--- config.mk ---
export PLATFORM = sky130hd
export DESIGN_NAME = zone_sensor_hold_qualifier
export DESIGN_NICKNAME = d
export VERILOG_FILES = /design/src/rtl/zsh_pkg.sv /design/src/rtl/zone_sensor_hold_qualifier.sv /design/src/rtl/zsh_in_stage.sv /design/src/rtl/zsh_line_core.sv
export SDC_FILE = /design/constraint.sdc
export NUM_CORES = 1
export LEC_CHECK = 0
export BUFFER_PORTS_ARGS = -buffer_cell sky130_fd_sc_hd__buf_2
export CORE_MARGIN = 1.5
export CORE_UTILIZATION = 63
export CTS_CLUSTER_DIAMETER = 80
export DETAILED_ROUTE_END_ITERATION = 7
export PLACE_DENSITY = 0.81
export SLEW_MARGIN = 10
export SYNTH_ARGS = -nofsm -noshare
export SYNTH_HDL_FRONTEND = slang
export SYNTH_SLANG_ARGS = --single-unit
--- constraint.sdc ---
create_clock -name clk -period 4.6 [get_ports clk]
set_clock_uncertainty 0.05 [all_clocks]
set_input_delay 0.46 -clock clk [delete_from_list [all_inputs] [get_ports clk]]
set_output_delay 0.46 -clock clk [all_outputs]
set_load 0.05 [all_outputs]
--- src/rtl/zsh_pkg.sv ---
// Shared types and codes for the zone sensor hold qualifier.
`default_nettype none
package zsh_pkg;

  // Line state codes, observed and held
  localparam logic [1:0] KIND_NORMAL = 2'd0;
  localparam logic [1:0] KIND_ALARM  = 2'd1;
  localparam logic [1:0] KIND_EOL    = 2'd2;
  localparam logic [1:0] KIND_UNUSED = 2'd3;

  // Configuration register indexes
  localparam int unsigned CFG_IDX_W  = 2;
  localparam int unsigned CFG_DATA_W = 16;
  localparam logic [CFG_IDX_W-1:0] CFG_HOLD_THRESHOLD = 2'd0;
  localparam logic [CFG_IDX_W-1:0] CFG_UNUSED_MASK    = 2'd1;

  typedef struct packed {
    logic [3:0] line_index;
    logic [1:0] line_code;
  } in_item_t;

  typedef struct packed {
    logic [1:0]  held_state;
    logic [15:0] alarm_zones;
    logic [15:0] warning_zones;
    logic [1:0]  panel_status;
  } out_item_t;

endpackage
`default_nettype wire

--- src/rtl/zone_sensor_hold_qualifier.sv ---
// An observation passes through the input register and then the result register to its result transaction.
// Throughput: one observation per cycle unless out_ready stalls the result register; the per-line
// read-modify-write and the panel OR-reduction fit between the input register and the result register.
// Reset (synchronous, rst_n low): all line counts, held states and zone bits clear,
// hold_threshold returns to 3 and unused_mask to 0; no clearing pass is needed.
`default_nettype none
module zone_sensor_hold_qualifier #(
  parameter int unsigned LINES = 16
) (
  input  wire logic                            clk,
  input  wire logic                            rst_n,
  input  wire logic                            in_valid,
  output logic                                 in_ready,
  input  wire zsh_pkg::in_item_t               in_data,
  output logic                                 out_valid,
  input  wire logic                            out_ready,
  output zsh_pkg::out_item_t                   out_data,
  input  wire logic                            cfg_valid,
  output logic                                 cfg_ready,
  input  wire logic [zsh_pkg::CFG_IDX_W-1:0]   cfg_index,
  input  wire logic [zsh_pkg::CFG_DATA_W-1:0]  cfg_data
);
  import zsh_pkg::*;

  logic        out_valid_r;
  out_item_t   out_data_r;
  logic        item_valid;
  in_item_t    item;
  logic        advance;
  out_item_t   result;
  logic [7:0]  hold_threshold_r;
  logic [15:0] unused_mask_r;

  // Move an item into the result register when that register is free or drains
  assign advance   = item_valid && (!out_valid_r || out_ready);
  assign cfg_ready = 1'b1;
  assign out_valid = out_valid_r;
  assign out_data  = out_data_r;

  zsh_in_stage u_in_stage (
    .clk        (clk),
    .rst_n      (rst_n),
    .in_valid   (in_valid),
    .in_ready   (in_ready),
    .in_data    (in_data),
    .advance    (advance),
    .item_valid (item_valid),
    .item       (item)
  );

  zsh_line_core #(
    .LINES (LINES)
  ) u_line_core (
    .clk            (clk),
    .rst_n          (rst_n),
    .step           (advance),
    .item           (item),
    .hold_threshold (hold_threshold_r),
    .unused_mask    (unused_mask_r),
    .result         (result)
  );

  // Write configuration registers
  always_ff @(posedge clk) begin
    if (!rst_n) begin
      hold_threshold_r <= 8'd3;
      unused_mask_r    <= 16'd0;
    end else if (cfg_valid && cfg_ready) begin
      unique case (cfg_index)
        CFG_HOLD_THRESHOLD: hold_threshold_r <= cfg_data[7:0];
        CFG_UNUSED_MASK:    unused_mask_r    <= cfg_data;
        default: ;
      endcase
    end
  end

  // Track result occupancy
  always_ff @(posedge clk) begin
    if (!rst_n) begin
      out_valid_r <= 1'b0;
    end else if (advance) begin
      out_valid_r <= 1'b1;
    end else if (out_ready) begin
      out_valid_r <= 1'b0;
    end
  end

  // Hold result payload
  always_ff @(posedge clk) begin
    if (advance) begin
      out_data_r <= result;
    end
  end

endmodule
`default_nettype wire

--- src/rtl/zsh_in_stage.sv ---
// Input register stage: captures one observation and offers it to the line core.
`default_nettype none
module zsh_in_stage (
  input  wire logic              clk,
  input  wire logic              rst_n,
  input  wire logic              in_valid,
  output logic                   in_ready,
  input  wire zsh_pkg::in_item_t in_data,
  input  wire logic              advance,
  output logic                   item_valid,
  output zsh_pkg::in_item_t      item
);
  import zsh_pkg::*;

  logic     valid_r;
  in_item_t item_r;

  // Take a new transaction when empty or when the held one moves on this cycle
  assign in_ready   = !valid_r || advance;
  assign item_valid = valid_r;
  assign item       = item_r;

  // Track occupancy
  always_ff @(posedge clk) begin
    if (!rst_n) begin
      valid_r <= 1'b0;
    end else if (in_ready) begin
      valid_r <= in_valid;
    end
  end

  // Hold payload
  always_ff @(posedge clk) begin
    if (in_valid && in_ready) begin
      item_r <= in_data;
    end
  end

endmodule
`default_nettype wire

--- src/rtl/zsh_line_core.sv ---
// Per-line debounce state, zone bits and result formation for one observation.
`default_nettype none
module zsh_line_core #(
  parameter int unsigned LINES = 16
) (
  input  wire logic              clk,
  input  wire logic              rst_n,
  input  wire logic              step,
  input  wire zsh_pkg::in_item_t item,
  input  wire logic [7:0]        hold_threshold,
  input  wire logic [15:0]       unused_mask,
  output zsh_pkg::out_item_t     result
);
  import zsh_pkg::*;

  localparam logic [15:0] LINE_MASK = 16'((33'd1 << LINES) - 33'd1);

  logic [1:0]  last_kind_r [LINES];
  logic [7:0]  hold_count_r [LINES];
  logic [1:0]  line_held_r [LINES];
  logic [15:0] alarm_zone_r;
  logic [15:0] warning_zone_r;

  logic [1:0]  last_kind_nxt [LINES];
  logic [7:0]  hold_count_nxt [LINES];
  logic [1:0]  line_held_nxt [LINES];
  logic [15:0] alarm_zone_nxt;
  logic [15:0] warning_zone_nxt;

  logic [15:0] mask_lines;
  logic        code_active;
  logic [1:0]  held_out;
  logic        any_alarm;
  logic        any_eol;

  assign mask_lines  = unused_mask & LINE_MASK;
  assign code_active = (item.line_code == KIND_ALARM) || (item.line_code == KIND_EOL);

  // Compute next per-line state; only the addressed, in-use line counts
  always_comb begin
    logic       hit;
    logic [8:0] sum;
    alarm_zone_nxt   = alarm_zone_r & ~mask_lines;
    warning_zone_nxt = warning_zone_r & ~mask_lines;
    held_out         = KIND_NORMAL;
    any_alarm        = 1'b0;
    any_eol          = 1'b0;
    for (int i = 0; i < LINES; i++) begin
      hit               = (item.line_index == 4'(i));
      sum               = {1'b0, hold_count_r[i]} + 9'd1;
      last_kind_nxt[i]  = last_kind_r[i];
      hold_count_nxt[i] = hold_count_r[i];
      line_held_nxt[i]  = mask_lines[i] ? KIND_UNUSED : line_held_r[i];
      if (hit && !mask_lines[i]) begin
        if (code_active) begin
          if (last_kind_r[i] != item.line_code) begin
            last_kind_nxt[i]  = item.line_code;
            hold_count_nxt[i] = 8'd1;
          end else if (sum >= {1'b0, hold_threshold}) begin
            hold_count_nxt[i] = hold_threshold;
            line_held_nxt[i]  = item.line_code;
            if (item.line_code == KIND_ALARM) begin
              alarm_zone_nxt[i] = 1'b1;
            end else begin
              warning_zone_nxt[i] = 1'b1;
            end
          end else begin
            hold_count_nxt[i] = sum[7:0];
          end
        end else begin
          last_kind_nxt[i]  = KIND_NORMAL;
          hold_count_nxt[i] = 8'd0;
          line_held_nxt[i]  = KIND_NORMAL;
        end
      end
      // Select the addressed line's held state and reduce panel flags
      if (hit) begin
        held_out = line_held_nxt[i];
      end
      if (line_held_nxt[i] == KIND_ALARM) begin
        any_alarm = 1'b1;
      end
      if (line_held_nxt[i] == KIND_EOL) begin
        any_eol = 1'b1;
      end
    end
  end

  // Form the result from the updated state
  always_comb begin
    result.held_state    = held_out;
    result.alarm_zones   = alarm_zone_nxt;
    result.warning_zones = warning_zone_nxt;
    if (any_alarm) begin
      result.panel_status = KIND_ALARM;
    end else if (any_eol) begin
      result.panel_status = KIND_EOL;
    end else begin
      result.panel_status = KIND_NORMAL;
    end
  end

  // Commit state when an observation is processed
  always_ff @(posedge clk) begin
    if (!rst_n) begin
      for (int i = 0; i < LINES; i++) begin
        last_kind_r[i]  <= KIND_NORMAL;
        hold_count_r[i] <= 8'd0;
        line_held_r[i]  <= KIND_NORMAL;
      end
      alarm_zone_r   <= 16'd0;
      warning_zone_r <= 16'd0;
    end else if (step) begin
      for (int i = 0; i < LINES; i++) begin
        last_kind_r[i]  <= last_kind_nxt[i];
        hold_count_r[i] <= hold_count_nxt[i];
        line_held_r[i]  <= line_held_nxt[i];
      end
      alarm_zone_r   <= alarm_zone_nxt;
      warning_zone_r <= warning_zone_nxt;
    end
  end

endmodule
`default_nettype wire
==> impl_metrics.csv <==
group,metric,value,unit
placement,port-buffer-count,66,
setup_path,cp.required,4.98,ns
setup_path,critPathBufInv,0,
synthesis,synth_net_count,2172,
cts,post-cts-setup-buffer-count,0,
floorplan,floorplan_die_height,176,um
setup_path,worst_r2r_endpoint,"out_data[1]",
hold_path,hold_path_class,"in -> reg",
synthesis,post_synth_xor_area_fraction,5.94,%
hold_path,hold_path.startpoint,"in_data[3]",
placement,dp_hpwl,38400,um
drt,postRouteWirelength,55100,um
cts,clk_transition_reported_paths,0.06,ns
setup_path,cp_slowest_cell,"sky130_fd_sc_hd__or4_4",
synthesis,post-synth-top-area-cell,"sky130_fd_sc_hd__edfxtp_1",
global_routing,global_route.usage.total,35.4,%
drt,vias,16500,
setup_path,critical_path.max_stage_delay,0.52,ns
layout,finalCoreUtilization,71.0,%
synthesis,post_synth.cell_area_avg,9.45,um^2
setup_path,timing.critical_path.cells,"ha_1, nand2_1, xnor2_1, ha_1, o21ai_0, nor2_1, a311o_4, o211ai_4, o211a_1, and4bb_1, a2111o_1, a211o_1, or4_4, a31oi_1",
sta,setup_viol,0,
synthesis,post_synth_and_or_nand_nor_area_fraction,19.6,%
synthesis,yosys_warnings,0,
synthesis,mux_contribution_to_synthesized_area,1.48,%
synthesis,compound_gate_fraction_of_synth_area,17.1,%
sta,timing_worst_slew_pin_value,1.15,ns
floorplan,die-area,31000,um^2
global_routing,grt_pass1_vias,16000,
setup_path,worst_r2r_path_depth,14,
power_and_ir_drop,power.static_leakage,0.00797,uW
drt,wire_per_inst,22.1,um
setup_path,critPathKind,"reg -> reg",
synthesis,post_synth_inst_count,1997,
drt,viasPerCell,6.62,
synthesis,main_combinational_cell_family_by_area_after_synthesis,"simple AND/OR/NAND/NOR gates",
setup_path,critPathArrivalTime,4.81,ns
setup_path,critical_path.most_common_cell,"sky130_fd_sc_hd__ha_1",
cts,postCtsResizedCells,0,
setup_path,timing.critical_path.max_delay_family,"compound AO/OA/AOI/OAI gates",
sta,finalMaxSlewViolations,0,
cts,cts_htree_levels,1,
synthesis,synth_seq_cells,292,
placement,detailed_place.area,19900,um^2
layout,flow.area_growth_from_synthesis,11.2,%
synthesis,synth_enable_flop_cells,234,
synthesis,synth_async_sr_flop_share,0,%
power_and_ir_drop,power_density,337,nW/um^2
cts,clock_sinks,292,
floorplan,floorplan.initialDensity,63.9,%
floorplan,floorplan.io_pins,68,
drt,dr.pass1.iters,6,
placement,pre_cts_slack,0.210,ns
placement,routabilityCongestion,1.05,
sta,maxClockFrequency,226,MHz
sta,rsz_0062_raised_after_global_routing,"false",
setup_path,critical_path.startpoint_type,"flip-flop",
layout,nets,2253,
synthesis,yosys.area_share.adder,9.68,%
setup_path,critical_path_depth,14,
synthesis,synth_cell_types,84,
global_routing,grt_first_pass_wirelength,86100,um
cts,ctsHoldBuffers,0,
status,status,"completed",
floorplan,placementRows,63,
sta,timing.setup.tns,0,ns
synthesis,post_synth_main_area_contributors,"sky130_fd_sc_hd__edfxtp_1 (37%), sky130_fd_sc_hd__ha_1 (9.7%), sky130_fd_sc_hd__dfxtp_1 (6.2%), sky130_fd_sc_hd__nor2_1 (5.7%), sky130_fd_sc_hd__nand2_1 (4.0%)",
global_routing,grt_remaining_overflow,0,
setup_path,maximum_fanout_encountered_on_the_critical_timing_path,7,
hold_path,worstHoldEndpoint,"u_in_stage.item[3]",
drt,drt.antenna.violating_nets,0,
sta,period_share,96.3,%
drt,dr.first_iter.drc_count,1702,
sta,finalHoldViolations,0,
floorplan,die_x,176,um
hold_path,worst_hold_path.num_cells,1,
drt,drc_errors,0,
sta,least_setup_slack_across_all_paths_after_layout,0.172,ns
cts,clkLatencyLatePin,0.58,ns
synthesis,yosys_top_cell_area_share,37.2,%
cts,cts_root_buffer,"sky130_fd_sc_hd__clkbuf_16",
placement,place.detailed.instances,2435,
sta,slew_headroom,22.8,%
cts,tritoncts.num_buffers,31,
job,drv_cap,0,
sta,min_clock_period_post_route,4.43,ns
global_routing,largest_net_degree_at_the_start_of_global_routing,70,
synthesis,post_synth_instance_area,18900,um^2
setup_path,worst_setup_path_end_kind,"flip-flop",
setup_path,reg2reg_setup_slack,0.17,ns
power_and_ir_drop,max_rail_drop_vdd,0.333,mV
setup_path,r2r-start,"u_line_core.hold_count_r[3][0]",
floorplan,core,29600,um^2
layout,fraction_of_final_layout_cells_with_drive_strength_greater_than_1,10.4,%
global_routing,grt_antenna_before_repair,0,
cts,clock_tree.buffer_depth,3,
synthesis,synth_sequential_area_ratio,43.4,%
layout,final_design_area_no_fill,21000,um^2
cts,cts_tree,"done",
layout,final_cell_count_without_fillers,2494,
layout,num-fill-cells,2176,
synthesis,synth_ff_type,"sky130_fd_sc_hd__edfxtp_1",
-- cell families after synthesis --
family / count (synthesis)
buffers and inverters: 135
flip-flops: 292
XOR/XNOR: 128
adder cells (fa/ha/maj): 146
AND/OR/NAND/NOR: 793
AO/OA/AOI/OAI: 474
multiplexers: 28
other: 1
-- metrics by stage --
| step | hold slack (ns) | power (uW) |
|---|---|---|
| after floorplan | 0.393 | 4030 |
| after detailed placement | 0.409 | 4420 |
| after global routing | 0.00639 | 7290 |
| after global placement | 0.400 | 4360 |
| after CTS | 0.0128 | 7030 |
| final | 0.0222 | 7070 |
-- routing by layer --
| layer | global-route usage [%] | vias up | wire (um) |
|---|---|---|---|
| met5 | 0 | - | 0 |
| met2 | 55.6 | 973 | 24700 |
| met3 | 7.34 | 201 | 5920 |
| met1 | 46.7 | 7806 | 21700 |
| met4 | 17.7 | 0 | 2830 |
| li1 | - | 7531 | - |
-- worst register-to-register path, cell delays in order, from the launching register on --
cell	delay, ns
sky130_fd_sc_hd__edfxtp_1	0.48
sky130_fd_sc_hd__ha_1	0.32
sky130_fd_sc_hd__nand2_1	0.11
sky130_fd_sc_hd__xnor2_1	0.21
sky130_fd_sc_hd__ha_1	0.28
sky130_fd_sc_hd__o21ai_0	0.22
sky130_fd_sc_hd__nor2_1	0.08
sky130_fd_sc_hd__a311o_4	0.42
sky130_fd_sc_hd__o211ai_4	0.29
sky130_fd_sc_hd__o211a_1	0.25
sky130_fd_sc_hd__and4bb_1	0.20
sky130_fd_sc_hd__a2111o_1	0.43
sky130_fd_sc_hd__a211o_1	0.28
sky130_fd_sc_hd__or4_4	0.52
sky130_fd_sc_hd__a31oi_1	0.14
-- cells in the final DEF, fill, tap and decap left out, types with 6 or more instances in the layout --
cell type	count
sky130_fd_sc_hd__nor3b_1	13
sky130_fd_sc_hd__nor3_1	22
sky130_fd_sc_hd__and3_1	19
sky130_fd_sc_hd__o2111ai_1	7
sky130_fd_sc_hd__o22ai_1	24
sky130_fd_sc_hd__nand2b_1	17
sky130_fd_sc_hd__ha_1	146
sky130_fd_sc_hd__xnor2_1	73
sky130_fd_sc_hd__and4_1	11
sky130_fd_sc_hd__nand4_1	34
sky130_fd_sc_hd__nand3_1	79
sky130_fd_sc_hd__nor2_1	289
sky130_fd_sc_hd__o21a_1	7
sky130_fd_sc_hd__edfxtp_1	234
sky130_fd_sc_hd__o211ai_1	7
sky130_fd_sc_hd__xor2_1	55
sky130_fd_sc_hd__a211oi_1	65
sky130_fd_sc_hd__a2111oi_0	7
sky130_fd_sc_hd__nand2_1	203
sky130_fd_sc_hd__a221o_1	7
sky130_fd_sc_hd__a21boi_0	38
sky130_fd_sc_hd__a31oi_1	16
sky130_fd_sc_hd__o211a_1	8
sky130_fd_sc_hd__o311ai_0	6
sky130_fd_sc_hd__clkbuf_16	32
sky130_fd_sc_hd__a21oi_1	116
sky130_fd_sc_hd__a21o_1	16
sky130_fd_sc_hd__buf_2	66
sky130_fd_sc_hd__nor2b_1	36
sky130_fd_sc_hd__a22oi_1	7
sky130_fd_sc_hd__mux2i_1	28
sky130_fd_sc_hd__clkinv_2	6
sky130_fd_sc_hd__inv_1	50
sky130_fd_sc_hd__or2_2	7
sky130_fd_sc_hd__buf_4	62
sky130_fd_sc_hd__dfxtp_1	58
sky130_fd_sc_hd__and2_1	35
sky130_fd_sc_hd__o31ai_1	6
sky130_fd_sc_hd__o21ai_0	74
-- Yosys cell counts, types with 6 or more instances --
cell and count:
sky130_fd_sc_hd__nor2_1 289, sky130_fd_sc_hd__edfxtp_1 234, sky130_fd_sc_hd__nand2_1 203, sky130_fd_sc_hd__ha_1 146, sky130_fd_sc_hd__a21oi_1 116, sky130_fd_sc_hd__nand3_1 79
sky130_fd_sc_hd__o21ai_0 74, sky130_fd_sc_hd__xnor2_1 73, sky130_fd_sc_hd__clkbuf_1 72, sky130_fd_sc_hd__a211oi_1 66, sky130_fd_sc_hd__dfxtp_1 58, sky130_fd_sc_hd__xor2_1 55
sky130_fd_sc_hd__inv_1 50, sky130_fd_sc_hd__a21boi_0 38, sky130_fd_sc_hd__nor2b_1 36, sky130_fd_sc_hd__and2_1 35, sky130_fd_sc_hd__nand4_1 34, sky130_fd_sc_hd__mux2i_1 28
sky130_fd_sc_hd__o22ai_1 24, sky130_fd_sc_hd__nor3_1 22, sky130_fd_sc_hd__and3_1 19, sky130_fd_sc_hd__nand2b_1 18, sky130_fd_sc_hd__a21o_1 16, sky130_fd_sc_hd__a31oi_1 16
sky130_fd_sc_hd__nor3b_1 14, sky130_fd_sc_hd__and4_1 11, sky130_fd_sc_hd__o211a_1 8, sky130_fd_sc_hd__a2111oi_0 7, sky130_fd_sc_hd__a221o_1 7, sky130_fd_sc_hd__a22oi_1 7
sky130_fd_sc_hd__o2111ai_1 7, sky130_fd_sc_hd__o211ai_1 7, sky130_fd_sc_hd__o21a_1 7, sky130_fd_sc_hd__o311ai_0 7, sky130_fd_sc_hd__or2_2 7, sky130_fd_sc_hd__buf_2 6
sky130_fd_sc_hd__o31ai_1 6
-- how the worst max path moves through the flow --
stage / slack [ns] / end / from
after global routing: 0.006 / out_data[1] / u_line_core.hold_count_r[1][2]
after global placement: 0.35 / out_data[1] / u_line_core.hold_count_r[2][2]
after floorplan: 0.40 / out_data[1] / hold_threshold_r[2]
final: 0.17 / out_data[1] / u_line_core.hold_count_r[3][0]
after detailed placement: 0.21 / out_data[1] / u_line_core.hold_count_r[2][2]
after CTS: 0.18 / out_data[1] / u_line_core.hold_count_r[2][2]
-- registers in the layout, summed over array words and instances, names as in the netlist --
register,flops
hold_threshold_r,8
out_data,36
out_valid,1
u_in_stage.item,6
u_in_stage.item_valid,1
u_line_core.alarm_zone_r,16
u_line_core.hold_count_r,128
u_line_core.last_kind_r,32
u_line_core.line_held_r,32
u_line_core.warning_zone_r,16
unused_mask_r,16
-- power by group --
part	leakage [uW]	total, uW	internal, uW	switching (uW)
combinational	0.00459	1300	462	841
clock	0.000524	2660	1550	1110
sequential	0.00286	3110	3000	115
-- final cells by class --
cell class / count / area [um^2] / share of cell area (%)
diodes: 1 / 2.50 / 0.0119
clock inverters: 19 / 215 / 1.03
inverters: 52 / 195 / 0.930
flip-flops and latches: 292 / 8190 / 39.0
clock buffers: 39 / 857 / 4.08
repair buffers: 131 / 856 / 4.08
well taps: 390 / 488 / 2.32
multi-input cells: 1570 / 10200 / 48.6
Note: power is estimated with default switching activity, not from simulation.
